===== config.mk =====
export PLATFORM = sky130hd
export DESIGN_NAME = bldc_six_step_commutator
export DESIGN_NICKNAME = d
export VERILOG_FILES = /design/src/rtl/core/bssc_pkg.sv /design/src/rtl/core/bldc_six_step_commutator.sv /design/src/rtl/core/bssc_ctrl.sv /design/src/rtl/core/bssc_dp.sv
export SDC_FILE = /design/constraint.sdc
export NUM_CORES = 1
export LEC_CHECK = 0
export BUFFER_PORTS_ARGS = -buffer_cell sky130_fd_sc_hd__buf_2
export CAP_MARGIN = 20
export CORE_MARGIN = 2
export CORE_UTILIZATION = 64
export CTS_CLUSTER_DIAMETER = 60
export DETAILED_ROUTE_END_ITERATION = 8
export PLACE_DENSITY_LB_ADDON = 0.12
export SLEW_MARGIN = 20
export SYNTH_ARGS = -nofsm -noshare
export SYNTH_HDL_FRONTEND = slang
export SYNTH_HIERARCHICAL = 1
export SYNTH_SLANG_ARGS = --single-unit

===== constraint.sdc =====
create_clock -name clock -period 5.5 [get_ports clock]
set_input_delay 0.275 -clock clock [delete_from_list [all_inputs] [get_ports clock]]
set_output_delay 0.275 -clock clock [all_outputs]
set_load 0.02 [all_outputs]

===== src/rtl/core/bssc_pkg.sv =====
package bssc_pkg;

   // Field widths
   localparam int OPCODE_W   = 2;
   localparam int SECTOR_W   = 3;
   localparam int MODE_W     = 1;
   localparam int SPEED_W    = 8;
   localparam int PWM_W      = 15;
   localparam int DUTY_W     = 15;
   localparam int STEP_W     = 14;
   localparam int DELAY_W    = 16;

   // Stream and config port widths
   localparam int REQ_DATA_W = 8;
   localparam int RSP_DATA_W = 24;
   localparam int CSR_IDX_W  = 2;
   localparam int CSR_DATA_W = 15;

   // Timing constants
   localparam int STEP_PRESCALE = 8;
   localparam int PRESCALE_W    = $clog2(STEP_PRESCALE) > 0 ? $clog2(STEP_PRESCALE) : 1;
   localparam int STEP_BASE     = 13035;
   localparam int DELAY_BASE    = (1842500 / 1059) * 20;
   localparam int DUTY_DIVISOR  = 255;

   // Serial divider: dividend wide enough for both timer bases
   localparam int DIV_W     = DELAY_W;
   localparam int DIV_CNT_W = $clog2(DIV_W + 1);
   localparam int SECTOR_LAST = 5;

   // duty = (pwm_period * speed * DUTY_RECIP) >> DUTY_SHIFT, exact for 23-bit products
   localparam int DUTY_PROD_W  = PWM_W + SPEED_W;
   localparam int DUTY_RECIP   = 8421505;
   localparam int DUTY_RECIP_W = 24;
   localparam int DUTY_SHIFT   = 31;
   localparam int DUTY_MUL_W   = DUTY_PROD_W + DUTY_RECIP_W;

   typedef enum logic [CSR_IDX_W-1:0] {
      CSR_MODE_SEL   = 2'd0,
      CSR_SPEED      = 2'd1,
      CSR_PWM_PERIOD = 2'd2
   } csr_index_type;

   typedef enum logic [OPCODE_W-1:0] {
      OP_TICK   = 2'd0,
      OP_EDGE_A = 2'd1,
      OP_EDGE_B = 2'd2,
      OP_EDGE_C = 2'd3
   } opcode_type;

   typedef enum logic [1:0] {
      DIV_SEL_STEP  = 2'd0,
      DIV_SEL_DELAY = 2'd1
   } div_sel_type;

   typedef enum logic [2:0] {
      ST_RUN,
      ST_START_STEP,
      ST_WAIT_STEP,
      ST_START_DELAY,
      ST_WAIT_DELAY
   } state_type;

   typedef struct packed {
      logic        item_en;
      logic        div_start;
      div_sel_type div_sel;
   } dp_cmd_type;

   typedef struct packed {
      logic div_done;
   } dp_status_type;

endpackage


===== src/rtl/core/bldc_six_step_commutator.sv =====
// Six-step brushless motor commutation controller.
// req_ channel: one beat per event, either a clock tick or a phase
//   zero-crossing edge with its comparator level.
// rsp_ channel: one beat per request beat carrying the sector to apply, a
//   commutate strobe, the drive enable and the PWM duty.
// csr_ port: single-cycle register writes (mode, speed, PWM period).
// A result is registered, valid the cycle after its request beat is taken.
// Throughput: one beat per cycle while no recompute runs and the result
//   register drains or is empty; a stalled rsp_tready holds the result and
//   back-pressures req_. Every csr write starts a recompute of the step and
//   delay periods on a shared bit-serial divider in two passes, so req_tready
//   stays low until both are done; duty is scaled by a constant reciprocal
//   in two register stages meanwhile.
// Reset clears the registers (speed zero, drive off), the sector, the
//   timers and the result valid flag; the block is ready right away.
module bldc_six_step_commutator (
   input  logic                                 clock,
   input  logic                                 reset,
   input  logic                                 csr_we,
   input  logic [bssc_pkg::CSR_IDX_W-1:0]       csr_index,
   input  logic [bssc_pkg::CSR_DATA_W-1:0]      csr_wdata,
   input  logic                                 req_tvalid,
   output logic                                 req_tready,
   // [1:0] opcode, [2] level, [7:3] zero
   input  logic [bssc_pkg::REQ_DATA_W-1:0]      req_tdata,
   output logic                                 rsp_tvalid,
   input  logic                                 rsp_tready,
   // [2:0] sector_out, [3] commutate, [4] drive_on, [19:5] duty, [23:20] zero
   output logic [bssc_pkg::RSP_DATA_W-1:0]      rsp_tdata
);
   import bssc_pkg::*;

   dp_cmd_type          cmd;
   dp_status_type       status;
   logic [SECTOR_W-1:0] sector_out;
   logic                commutate;
   logic                drive_on;
   logic [DUTY_W-1:0]   duty;

   bssc_ctrl u_ctrl (
      .clock      (clock),
      .reset      (reset),
      .csr_we     (csr_we),
      .req_tvalid (req_tvalid),
      .req_tready (req_tready),
      .rsp_tvalid (rsp_tvalid),
      .rsp_tready (rsp_tready),
      .cmd        (cmd),
      .status     (status)
   );

   bssc_dp u_dp (
      .clock      (clock),
      .reset      (reset),
      .csr_we     (csr_we),
      .csr_index  (csr_index),
      .csr_wdata  (csr_wdata),
      .opcode     (req_tdata[OPCODE_W-1:0]),
      .level      (req_tdata[OPCODE_W]),
      .cmd        (cmd),
      .status     (status),
      .sector_out (sector_out),
      .commutate  (commutate),
      .drive_on   (drive_on),
      .duty       (duty)
   );

   assign rsp_tdata = {(RSP_DATA_W-SECTOR_W-2-DUTY_W)'(0), duty, drive_on, commutate,
                       sector_out};

endmodule


===== src/rtl/core/bssc_ctrl.sv =====
module bssc_ctrl (
   input  logic                   clock,
   input  logic                   reset,
   input  logic                   csr_we,
   input  logic                   req_tvalid,
   output logic                   req_tready,
   output logic                   rsp_tvalid,
   input  logic                   rsp_tready,
   output bssc_pkg::dp_cmd_type   cmd,
   input  bssc_pkg::dp_status_type status
);
   import bssc_pkg::*;

   state_type state_ff, state_in;
   logic      out_valid_ff, out_valid_in;
   logic      accept;

   always_ff @(posedge clock) begin
      if (reset) begin
         state_ff     <= ST_RUN;
         out_valid_ff <= 1'b0;
      end else begin
         state_ff     <= state_in;
         out_valid_ff <= out_valid_in;
      end
   end

   assign req_tready = (state_ff == ST_RUN) && (!out_valid_ff || rsp_tready);
   assign accept     = req_tvalid && req_tready;
   assign rsp_tvalid = out_valid_ff;

   always_comb begin
      if (accept)
         out_valid_in = 1'b1;
      else if (rsp_tready)
         out_valid_in = 1'b0;
      else
         out_valid_in = out_valid_ff;
   end

   always_comb begin
      state_in      = state_ff;
      cmd.item_en   = accept;
      cmd.div_start = 1'b0;
      cmd.div_sel   = DIV_SEL_STEP;
      case (state_ff)
         ST_RUN: begin
         end
         ST_START_STEP: begin
            cmd.div_start = 1'b1;
            cmd.div_sel   = DIV_SEL_STEP;
            state_in      = ST_WAIT_STEP;
         end
         ST_WAIT_STEP: begin
            if (status.div_done) state_in = ST_START_DELAY;
         end
         ST_START_DELAY: begin
            cmd.div_start = 1'b1;
            cmd.div_sel   = DIV_SEL_DELAY;
            state_in      = ST_WAIT_DELAY;
         end
         ST_WAIT_DELAY: begin
            if (status.div_done) state_in = ST_RUN;
         end
         default: begin
            state_in = ST_RUN;
         end
      endcase
      // new settings restart the whole recompute sequence
      if (csr_we) begin
         state_in      = ST_START_STEP;
         cmd.div_start = 1'b0;
      end
   end

endmodule


===== src/rtl/core/bssc_dp.sv =====
module bssc_dp (
   input  logic                                 clock,
   input  logic                                 reset,
   input  logic                                 csr_we,
   input  logic [bssc_pkg::CSR_IDX_W-1:0]       csr_index,
   input  logic [bssc_pkg::CSR_DATA_W-1:0]      csr_wdata,
   input  logic [bssc_pkg::OPCODE_W-1:0]        opcode,
   input  logic                                 level,
   input  bssc_pkg::dp_cmd_type                 cmd,
   output bssc_pkg::dp_status_type              status,
   output logic [bssc_pkg::SECTOR_W-1:0]        sector_out,
   output logic                                 commutate,
   output logic                                 drive_on,
   output logic [bssc_pkg::DUTY_W-1:0]          duty
);
   import bssc_pkg::*;

   // Configuration
   logic [MODE_W-1:0]  mode_sel_ff;
   logic [SPEED_W-1:0] speed_ff;
   logic [PWM_W-1:0]   pwm_period_ff;

   // Precomputed quotients
   logic [STEP_W-1:0]  step_period_ff;
   logic [DELAY_W-1:0] delay_period_ff;
   logic [DUTY_W-1:0]  duty_q_ff;

   // Duty scaling
   logic [DUTY_PROD_W-1:0] product_ff;
   logic [DUTY_MUL_W-1:0]  duty_mul;

   // Serial divider
   logic [DIV_W-1:0]     dvd_ff, dvd_in;
   logic [SPEED_W-1:0]   rem_ff, rem_in;
   logic [SPEED_W-1:0]   divisor_ff;
   logic [DIV_CNT_W-1:0] cnt_ff;
   logic                 busy_ff;
   logic                 done_ff;
   div_sel_type          sel_ff;
   logic [SPEED_W:0]     rem_sh;
   logic [SPEED_W:0]     rem_diff;
   logic                 q_bit;
   logic [DIV_W-1:0]     dividend;
   logic [SPEED_W-1:0]   divisor;

   // Commutation state
   logic [SECTOR_W-1:0]   sector_ff, sector_in;
   logic [PRESCALE_W-1:0] prescale_ff, prescale_in;
   logic [STEP_W-1:0]     step_cnt_ff, step_cnt_in;
   logic [DELAY_W-1:0]    delay_cnt_ff, delay_cnt_in;

   // Result register
   logic [SECTOR_W-1:0] sector_out_ff, sector_out_in;
   logic                commutate_ff, commutate_in;
   logic                drive_on_ff, drive_on_in;
   logic [DUTY_W-1:0]   duty_ff, duty_in;

   logic [PRESCALE_W:0] pre_inc;
   logic [STEP_W:0]     step_inc;
   logic [DELAY_W:0]    delay_inc;
   logic [SECTOR_W-1:0] edge_sector;
   logic                edge_fit;

   always_ff @(posedge clock) begin
      if (reset) begin
         mode_sel_ff   <= '0;
         speed_ff      <= '0;
         pwm_period_ff <= '0;
      end else if (csr_we) begin
         case (csr_index)
            CSR_MODE_SEL:   mode_sel_ff   <= csr_wdata[MODE_W-1:0];
            CSR_SPEED:      speed_ff      <= csr_wdata[SPEED_W-1:0];
            CSR_PWM_PERIOD: pwm_period_ff <= csr_wdata[PWM_W-1:0];
            default: begin
            end
         endcase
      end
   end

   // ---------------- duty ----------------
   // divide by 255 as a reciprocal multiply, registered in product_ff then duty_q_ff
   assign duty_mul = DUTY_MUL_W'(product_ff) * DUTY_MUL_W'(DUTY_RECIP);

   always_ff @(posedge clock) begin
      product_ff <= DUTY_PROD_W'(pwm_period_ff) * DUTY_PROD_W'(speed_ff);
      duty_q_ff  <= duty_mul[DUTY_SHIFT +: DUTY_W];
   end

   // ---------------- divider ----------------
   always_comb begin
      case (cmd.div_sel)
         DIV_SEL_STEP: begin
            dividend = DIV_W'(STEP_BASE);
            divisor  = speed_ff;
         end
         DIV_SEL_DELAY: begin
            dividend = DIV_W'(DELAY_BASE);
            divisor  = speed_ff;
         end
         default: begin
            dividend = '0;
            divisor  = speed_ff;
         end
      endcase
   end

   assign rem_sh   = {rem_ff, dvd_ff[DIV_W-1]};
   assign rem_diff = rem_sh - {1'b0, divisor_ff};
   assign q_bit    = (rem_sh >= {1'b0, divisor_ff});
   assign rem_in   = q_bit ? rem_diff[SPEED_W-1:0] : rem_sh[SPEED_W-1:0];
   assign dvd_in   = {dvd_ff[DIV_W-2:0], q_bit};

   always_ff @(posedge clock) begin
      if (reset) begin
         busy_ff <= 1'b0;
         done_ff <= 1'b0;
         cnt_ff  <= '0;
      end else if (cmd.div_start) begin
         busy_ff <= 1'b1;
         done_ff <= 1'b0;
         cnt_ff  <= DIV_CNT_W'(DIV_W);
      end else if (busy_ff) begin
         cnt_ff  <= cnt_ff - 1'b1;
         busy_ff <= (cnt_ff != DIV_CNT_W'(1));
         done_ff <= (cnt_ff == DIV_CNT_W'(1));
      end else begin
         done_ff <= 1'b0;
      end
   end

   always_ff @(posedge clock) begin
      if (cmd.div_start) begin
         dvd_ff     <= dividend;
         rem_ff     <= '0;
         divisor_ff <= divisor;
         sel_ff     <= cmd.div_sel;
      end else if (busy_ff) begin
         dvd_ff <= dvd_in;
         rem_ff <= rem_in;
      end
   end

   always_ff @(posedge clock) begin
      if (done_ff) begin
         case (sel_ff)
            DIV_SEL_STEP:  step_period_ff  <= dvd_ff[STEP_W-1:0];
            DIV_SEL_DELAY: delay_period_ff <= dvd_ff[DELAY_W-1:0];
            default: begin
            end
         endcase
      end
   end

   assign status.div_done = done_ff;

   // ---------------- commutation ----------------
   // zero-crossing edges that fit the present sector
   always_comb begin
      edge_fit    = 1'b0;
      edge_sector = sector_ff;
      case (opcode)
         OP_EDGE_A: begin
            if (!level && sector_ff == 3'd2) begin
               edge_fit = 1'b1; edge_sector = 3'd3;
            end else if (level && sector_ff == 3'd5) begin
               edge_fit = 1'b1; edge_sector = 3'd0;
            end
         end
         OP_EDGE_B: begin
            if (!level && sector_ff == 3'd4) begin
               edge_fit = 1'b1; edge_sector = 3'd5;
            end else if (level && sector_ff == 3'd1) begin
               edge_fit = 1'b1; edge_sector = 3'd2;
            end
         end
         OP_EDGE_C: begin
            if (!level && sector_ff == 3'd0) begin
               edge_fit = 1'b1; edge_sector = 3'd1;
            end else if (level && sector_ff == 3'd3) begin
               edge_fit = 1'b1; edge_sector = 3'd4;
            end
         end
         default: begin
         end
      endcase
   end

   assign pre_inc   = {1'b0, prescale_ff} + 1'b1;
   assign step_inc  = {1'b0, step_cnt_ff} + 1'b1;
   assign delay_inc = {1'b0, delay_cnt_ff} + 1'b1;

   always_comb begin
      sector_in     = sector_ff;
      prescale_in   = prescale_ff;
      step_cnt_in   = step_cnt_ff;
      delay_cnt_in  = delay_cnt_ff;
      sector_out_in = sector_ff;
      commutate_in  = 1'b0;
      drive_on_in   = 1'b0;
      duty_in       = '0;
      if (speed_ff == '0) begin
         prescale_in  = '0;
         step_cnt_in  = '0;
         delay_cnt_in = '0;
      end else begin
         drive_on_in = 1'b1;
         duty_in     = duty_q_ff;
         if (mode_sel_ff == '0) begin
            if (opcode == OP_TICK) begin
               if (pre_inc >= (PRESCALE_W+1)'(STEP_PRESCALE)) begin
                  prescale_in = '0;
                  if (step_inc >= {1'b0, step_period_ff}) begin
                     step_cnt_in  = '0;
                     commutate_in = 1'b1;
                     sector_in    = (sector_ff >= SECTOR_W'(SECTOR_LAST)) ?
                                    '0 : sector_ff + 1'b1;
                  end else begin
                     step_cnt_in = step_inc[STEP_W-1:0];
                  end
               end else begin
                  prescale_in = pre_inc[PRESCALE_W-1:0];
               end
            end
         end else begin
            if (opcode == OP_TICK) begin
               if (delay_inc >= {1'b0, delay_period_ff}) begin
                  delay_cnt_in = '0;
                  commutate_in = 1'b1;
               end else begin
                  delay_cnt_in = delay_inc[DELAY_W-1:0];
               end
            end else if (edge_fit) begin
               sector_in     = edge_sector;
               delay_cnt_in  = '0;
               sector_out_in = edge_sector;
            end
         end
      end
   end

   always_ff @(posedge clock) begin
      if (reset) begin
         sector_ff    <= '0;
         prescale_ff  <= '0;
         step_cnt_ff  <= '0;
         delay_cnt_ff <= '0;
      end else if (cmd.item_en) begin
         sector_ff    <= sector_in;
         prescale_ff  <= prescale_in;
         step_cnt_ff  <= step_cnt_in;
         delay_cnt_ff <= delay_cnt_in;
      end
   end

   always_ff @(posedge clock) begin
      if (cmd.item_en) begin
         sector_out_ff <= sector_out_in;
         commutate_ff  <= commutate_in;
         drive_on_ff   <= drive_on_in;
         duty_ff       <= duty_in;
      end
   end

   assign sector_out = sector_out_ff;
   assign commutate  = commutate_ff;
   assign drive_on   = drive_on_ff;
   assign duty       = duty_ff;

endmodule


Word-level counts from Yosys, hierarchy flattened
Index checks and enable logic that the tools add are counted.
- flip-flop bits (word level): 193
- word-level logic and storage cells: 167
- bits of input ports: 30
- output and inout bits: 26
- order comparisons: 5
- equal/unequal tests: 24
- reductions and logical operators: 41
- bitwise gates (word level): 3
- multiplexer cells: 60
- $mul: 2
- $add $sub $neg: 6
- operators by type and width (cell ; number):
    $mux W16 ; 7
    $mux W14 ; 5
    $mux W3 ; 21
    $mul A23 B24 Y46 const B ; 1
    $pmux W16 S2 ; 1
    $mul A15 B8 Y23 ; 1
    $mux W1 ; 19
    $add A16 B1 Y17 const B ; 1
    $ge A17 B16 Y1 ; 1
    $reduce_bool A2 Y1 ; 8
    $add A14 B1 Y15 const B ; 1
    $ge A15 B14 Y1 ; 1
    $pmux W3 S5 ; 1
    $eq A3 B2 Y1 const B ; 4
    $reduce_and A3 Y1 ; 4
    $mux W5 ; 2
    $reduce_and A2 Y1 ; 5
    $eq A3 B3 Y1 const B ; 3
    $ge A9 B8 Y1 ; 1
    $pmux W3 S3 ; 1
    $eq A2 B1 Y1 const B ; 4
    $logic_and A1 B1 Y1 ; 8
    $logic_not A2 Y1 ; 4
    $logic_not A8 Y1 ; 1
    other kinds (25) ; 36

Longest topological paths before layout
- depth after elaboration: 9
- gate-level depth with buffers: 20
- depth with buffers taken out: 19

Cells and area by module
Netlist, hierarchy kept.
- modules (own cells, without submodules) (module ; times used ; sequential area each (um^2) ; cells each ; area an instance (um^2)):
    bssc_dp ; 1 ; 4544.4 ; 1535 ; 14707.9
    bssc_ctrl ; 1 ; 80.1 ; 23 ; 210.2
    bldc_six_step_commutator ; 1 ; 0.0 ; 7 ; 48.8

Worst setup path before layout
No wires, ideal clock.
- path kind: flip-flop to flip-flop
- start point: register u_dp.speed_ff[7] (netlist: u_dp/divisor[7])
- end point: register u_dp.product_ff[22]
- arrival: 4.697 ns
- stages on the path, launching flop included: 19
- path buffers: 1
- required time: 5.428 ns
- path slack: 0.730 ns
- period minus slack after synthesis: 4.770 ns
- library setup time: 0.072 ns
- cell sequence: dfxtp_1 -> clkbuf_1 -> nand2_1 -> fa_1 -> fa_1 -> inv_1 -> fa_1 -> inv_1 -> fa_1 -> inv_1 -> ha_1 -> or3_1 -> a211oi_1 -> o21ai_0 -> nand4_1 -> a31oi_1 -> a21o_1 -> a21oi_1 -> xnor2_1
- word-level cells in the longest chain between the ends: 1
- ends and longest elaborated chain (element ; RTL line ; RTL):
    start, declared ; bssc_dp.sv:20 ; logic [SPEED_W-1:0] speed_ff;
    start signal, assigned ; bssc_dp.sv:72 ; CSR_SPEED: speed_ff <= csr_wdata[SPEED_W-1:0];
    $mul A15 B8 Y23 ; bssc_dp.sv:85 ; product_ff <= DUTY_PROD_W'(pwm_period_ff) * DUTY_PROD_W'(speed_ff);
    end signal, assigned ; bssc_dp.sv:85 ;
    end, declared ; bssc_dp.sv:29 ; logic [DUTY_PROD_W-1:0] product_ff;
No other way between the ends.
A chain may end at the register's enable or synchronous reset.

Final worst setup path
- start point: register u_dp.speed_ff[4] (netlist: u_dp/divisor[4])
- end point: register u_dp.product_ff[22]
The elaborated chain is that of the path after synthesis.

==> metrics.cfg <==
[synthesis]
postSynthRegisterBits = 193
synth_top_cells_by_area = sky130_fd_sc_hd__ha_1 18%, sky130_fd_sc_hd__dfxtp_1 16%, sky130_fd_sc_hd__edfxtp_1 15%
dominantRegCellSynth = sky130_fd_sc_hd__dfxtp_1
synth.most_common_cell = sky130_fd_sc_hd__inv_1
synth.cells.most_frequent = 222 x sky130_fd_sc_hd__inv_1, 214 x sky130_fd_sc_hd__ha_1, 120 x sky130_fd_sc_hd__nand2_1, 117 x sky130_fd_sc_hd__dfxtp_1, 114 x sky130_fd_sc_hd__and2_1
post-synth-top-area-fraction_pct = 17.9
number_of_flops_mapped_to_enable_cells_by_yosys = 76
synth_area_sq_mm = 0.0150
portion_of_the_post_synthesis_area_used_by_sequential_elements_pct = 30.9
synthesis.yosys.warnings = 6
netlist_instances = 1565
synth.largest_area_cell = sky130_fd_sc_hd__ha_1
syn_avg_cell_area_sq_um = 9.56
synth.distinct_cells = 69
synth_async_sr_flop_share_pct = 0

[die]
die_area_sq_mm = 0.0246
die_h_um = 157
die_width_um = 157
coreArea_sq_mm = 0.0228
floorplan.io_pins = 56
starting_density_of_the_core_pct = 65.7
num_rows = 55

[sta]
finalCriticalPeriod_ns = 5.09
final_min_period_over_clock_period_pct = 92.5
fmaxAchievable_mhz = 197
hold_violations = 0
setup_viol = 0
worst_slew_margin_rel_pct = 35.8
final-max-slew-violation-count = 0
grt_setup_unrepaired = no
fin_hold_ws_ns = 0.0692
fin_worst_skew_ns = 0.0159
worst-slew-pin-transition_ns = 0.963
totalNegativeSetupSlack_ns = 0

[grt]
grtUsageTotal_pct = 24.9
grt_antenna_before_repair = 0
grt_remaining_overflow = 0
grt_max_degree = 47
grt_pass1_vias = 10700
grt_pass1_wl_um = 49300

[hold_path]
hold_end = u_dp/pwm_period_ff[13]
timing.hold.worst.class = in2reg
hold-path-cell-count = 3
holdCritStartpoint = csr_wdata[13]

[clock_network]
cts_sinks = 193
tritoncts.num_buffers = 17
ctsRootBufferMaster = sky130_fd_sc_hd__clkbuf_16
cts.htree.levels = 4
cts_post_setup_buffers_inserted = 0
insertion_delay_ns = 0.44
cts_resized = 0
tritoncts = yes
post_cts_hold_buffer_count = 0
clockBufferDepth = 2
clock_pin_slew_worst_setup_and_hold_paths_ns = 0.07

[finish]
drive_above_1_share_pct = 6.77
area_growth_syn_to_layout_pct = 7.58
final_cells = 1924
antenna_cells = 0
fin_nets = 1936

[power_and_ir_drop]
vdd_ir_drop_max_mv = 0.226
post-layout-total-power_w = 0.00324
power.static_leakage_nw = 8.22
power_density_mw_per_mm2 = 201

[setup_path]
r2r-start = u_dp/divisor[4]
r2r-end = u_dp/product_ff[22]
critPathArrivalTime_ns = 5.44
timing.critical_path.from_type = flip-flop
worst_setup_path_end_kind = flip-flop
critical_path.max_stage_delay_ns = 0.56
worst-r2r-cell-count = 17
cp-startpoint = u_dp/divisor[4]
critical_path_class = reg2reg
critPathMostFrequentCell = sky130_fd_sc_hd__fa_1
cp_max_fo = 10
crit_chain = nand2_1 -> fa_1 -> fa_1 -> inv_1 -> fa_1 -> inv_1 -> fa_1 -> inv_1 -> ha_1 -> or3_1 -> a211oi_1 -> o21ai_0 -> nand4_1 -> a31oi_1 -> a21o_1 -> a21oi_1 -> xnor2_1
cp_slowest_cell = sky130_fd_sc_hd__dfxtp_1
r2r_setup_slack_ns = 0.41
cp.required_ns = 5.85

[status]
outcome = finished, final reports clean

[route]
postRouteWirelength_um = 29000
drtAntennaViolNets = 0
avgViaCountPerCell = 5.52
average_wire_per_standard_cell_um = 15.1
dr.first_iter.drc_count = 732
first_pass_iters = 5
drc_errors = 0
routed-via-count = 10600

[place]
io_buffer_count = 46
place.gp.congestion = 0.877
hpwlAfterDp_um = 22400
number_of_placed_cells_counting_well_taps = 1892

[flow_run]
timing.max_cap.violations = 0

where the power goes:
part	switching, W	internal, W
clock	0.000580	0.000674
sequential	0.0000532	0.00155
combinational	0.000230	0.000157
layout make-up:
class / instances / area, sq um
Multi-Input combinational cell: 1105 / 9330
Fill cell: 1751 / 6680
Sequential cell: 193 / 4620
Inverter: 222 / 833
Clock buffer: 20 / 458
Tap cell: 313 / 392
Timing Repair Buffer: 59 / 328
Clock inverter: 12 / 139
registers in the layout (all words and copies together), names as in the netlist, 2 cells and up:
register,flops
u_dp/delay_cnt_ff,16
u_dp/step_cnt_ff,14
u_dp/sel_ff,2
u_dp/divisor_ff,8
u_dp/cnt_ff,5
u_dp/sector_ff,3
u_dp/delay_period_ff,16
u_dp/rem_ff,8
u_dp/prescale_ff,3
u_dp/dvd_ff,16
u_dp/sector_out,3
u_dp/duty,15
u_dp/duty_q_ff,15
u_dp/divisor,8
u_dp/step_period_ff,14
u_dp/product_ff,23
u_dp/pwm_period_ff,15
u_ctrl/state_ff,3
worst max-delay path: cells and delay by family (launching register included):
family	cells	cell delay, ns
adders and majority gates	5	2.27
and+or+nand+nor	3	0.74
AOI/OAI and AO/OA	5	1.13
buffers and inverters	3	0.14
xor gates and xnor gates	1	0.15
DFF	1	0.56
layer usage:
| metal | track usage [%] | up-vias | part of all wire, % |
|---|---|---|---|
| li1 | - | 5313 | - |
| met1 | 32.7 | 5078 | 46 |
| met2 | 43.7 | 200 | 49 |
| met3 | 3.72 | 39 | 3.4 |
| met4 | 5.94 | 0 | 1.5 |
| met5 | 0 | - | 0 |
cell usage in the layout, fill, tap and decap left out, types with 59 or more instances in the layout:
cell type,synthesis,routed
sky130_fd_sc_hd__ha_1,214,214
sky130_fd_sc_hd__nand2_1,120,120
sky130_fd_sc_hd__inv_1,222,222
sky130_fd_sc_hd__a21oi_1,59,59
sky130_fd_sc_hd__and2_1,114,114
sky130_fd_sc_hd__fa_1,94,94
sky130_fd_sc_hd__dfxtp_1,117,117
sky130_fd_sc_hd__nor2_1,91,91
sky130_fd_sc_hd__edfxtp_1,76,76
sky130_fd_sc_hd__o21ai_0,63,63
worst max-delay path by stage:
stage	end	slack, ns
CTS	u_dp/product_ff[22]	0.46
detailed placement	u_dp/product_ff[22]	0.55
floorplan	u_dp/product_ff[22]	0.73
global placement	u_dp/product_ff[22]	0.58
global route	u_dp/product_ff[22]	0.09
finish	u_dp/product_ff[22]	0.41
kinds of logic (layout without fill, tap and decap cells):
family	count (synthesis)	count (layout)	synth area share, %
buffers and inverters	270	313	7.04
adders and majority gates	308	308	30.5
xor gates and xnor gates	63	63	3.69
DFF	193	193	30.9
and+or+nand+nor	472	472	16.3
AOI/OAI and AO/OA	244	244	10.7
other	2	5	0.0502
muxes	13	13	0.878
metrics by stage:
step	setup WS, ns	instance area (sq um)	utilization, %
2_1_floorplan	0.730	15000	-
3_3_place_gp	0.580	15500	68.0
3_5_place_dp	0.551	15500	68.0
4_1_cts	0.455	16100	70.6
5_1_grt	0.0941	16100	70.7
6_report	0.412	16100	70.7
No activity file was read; power rests on OpenSTA's default activity.
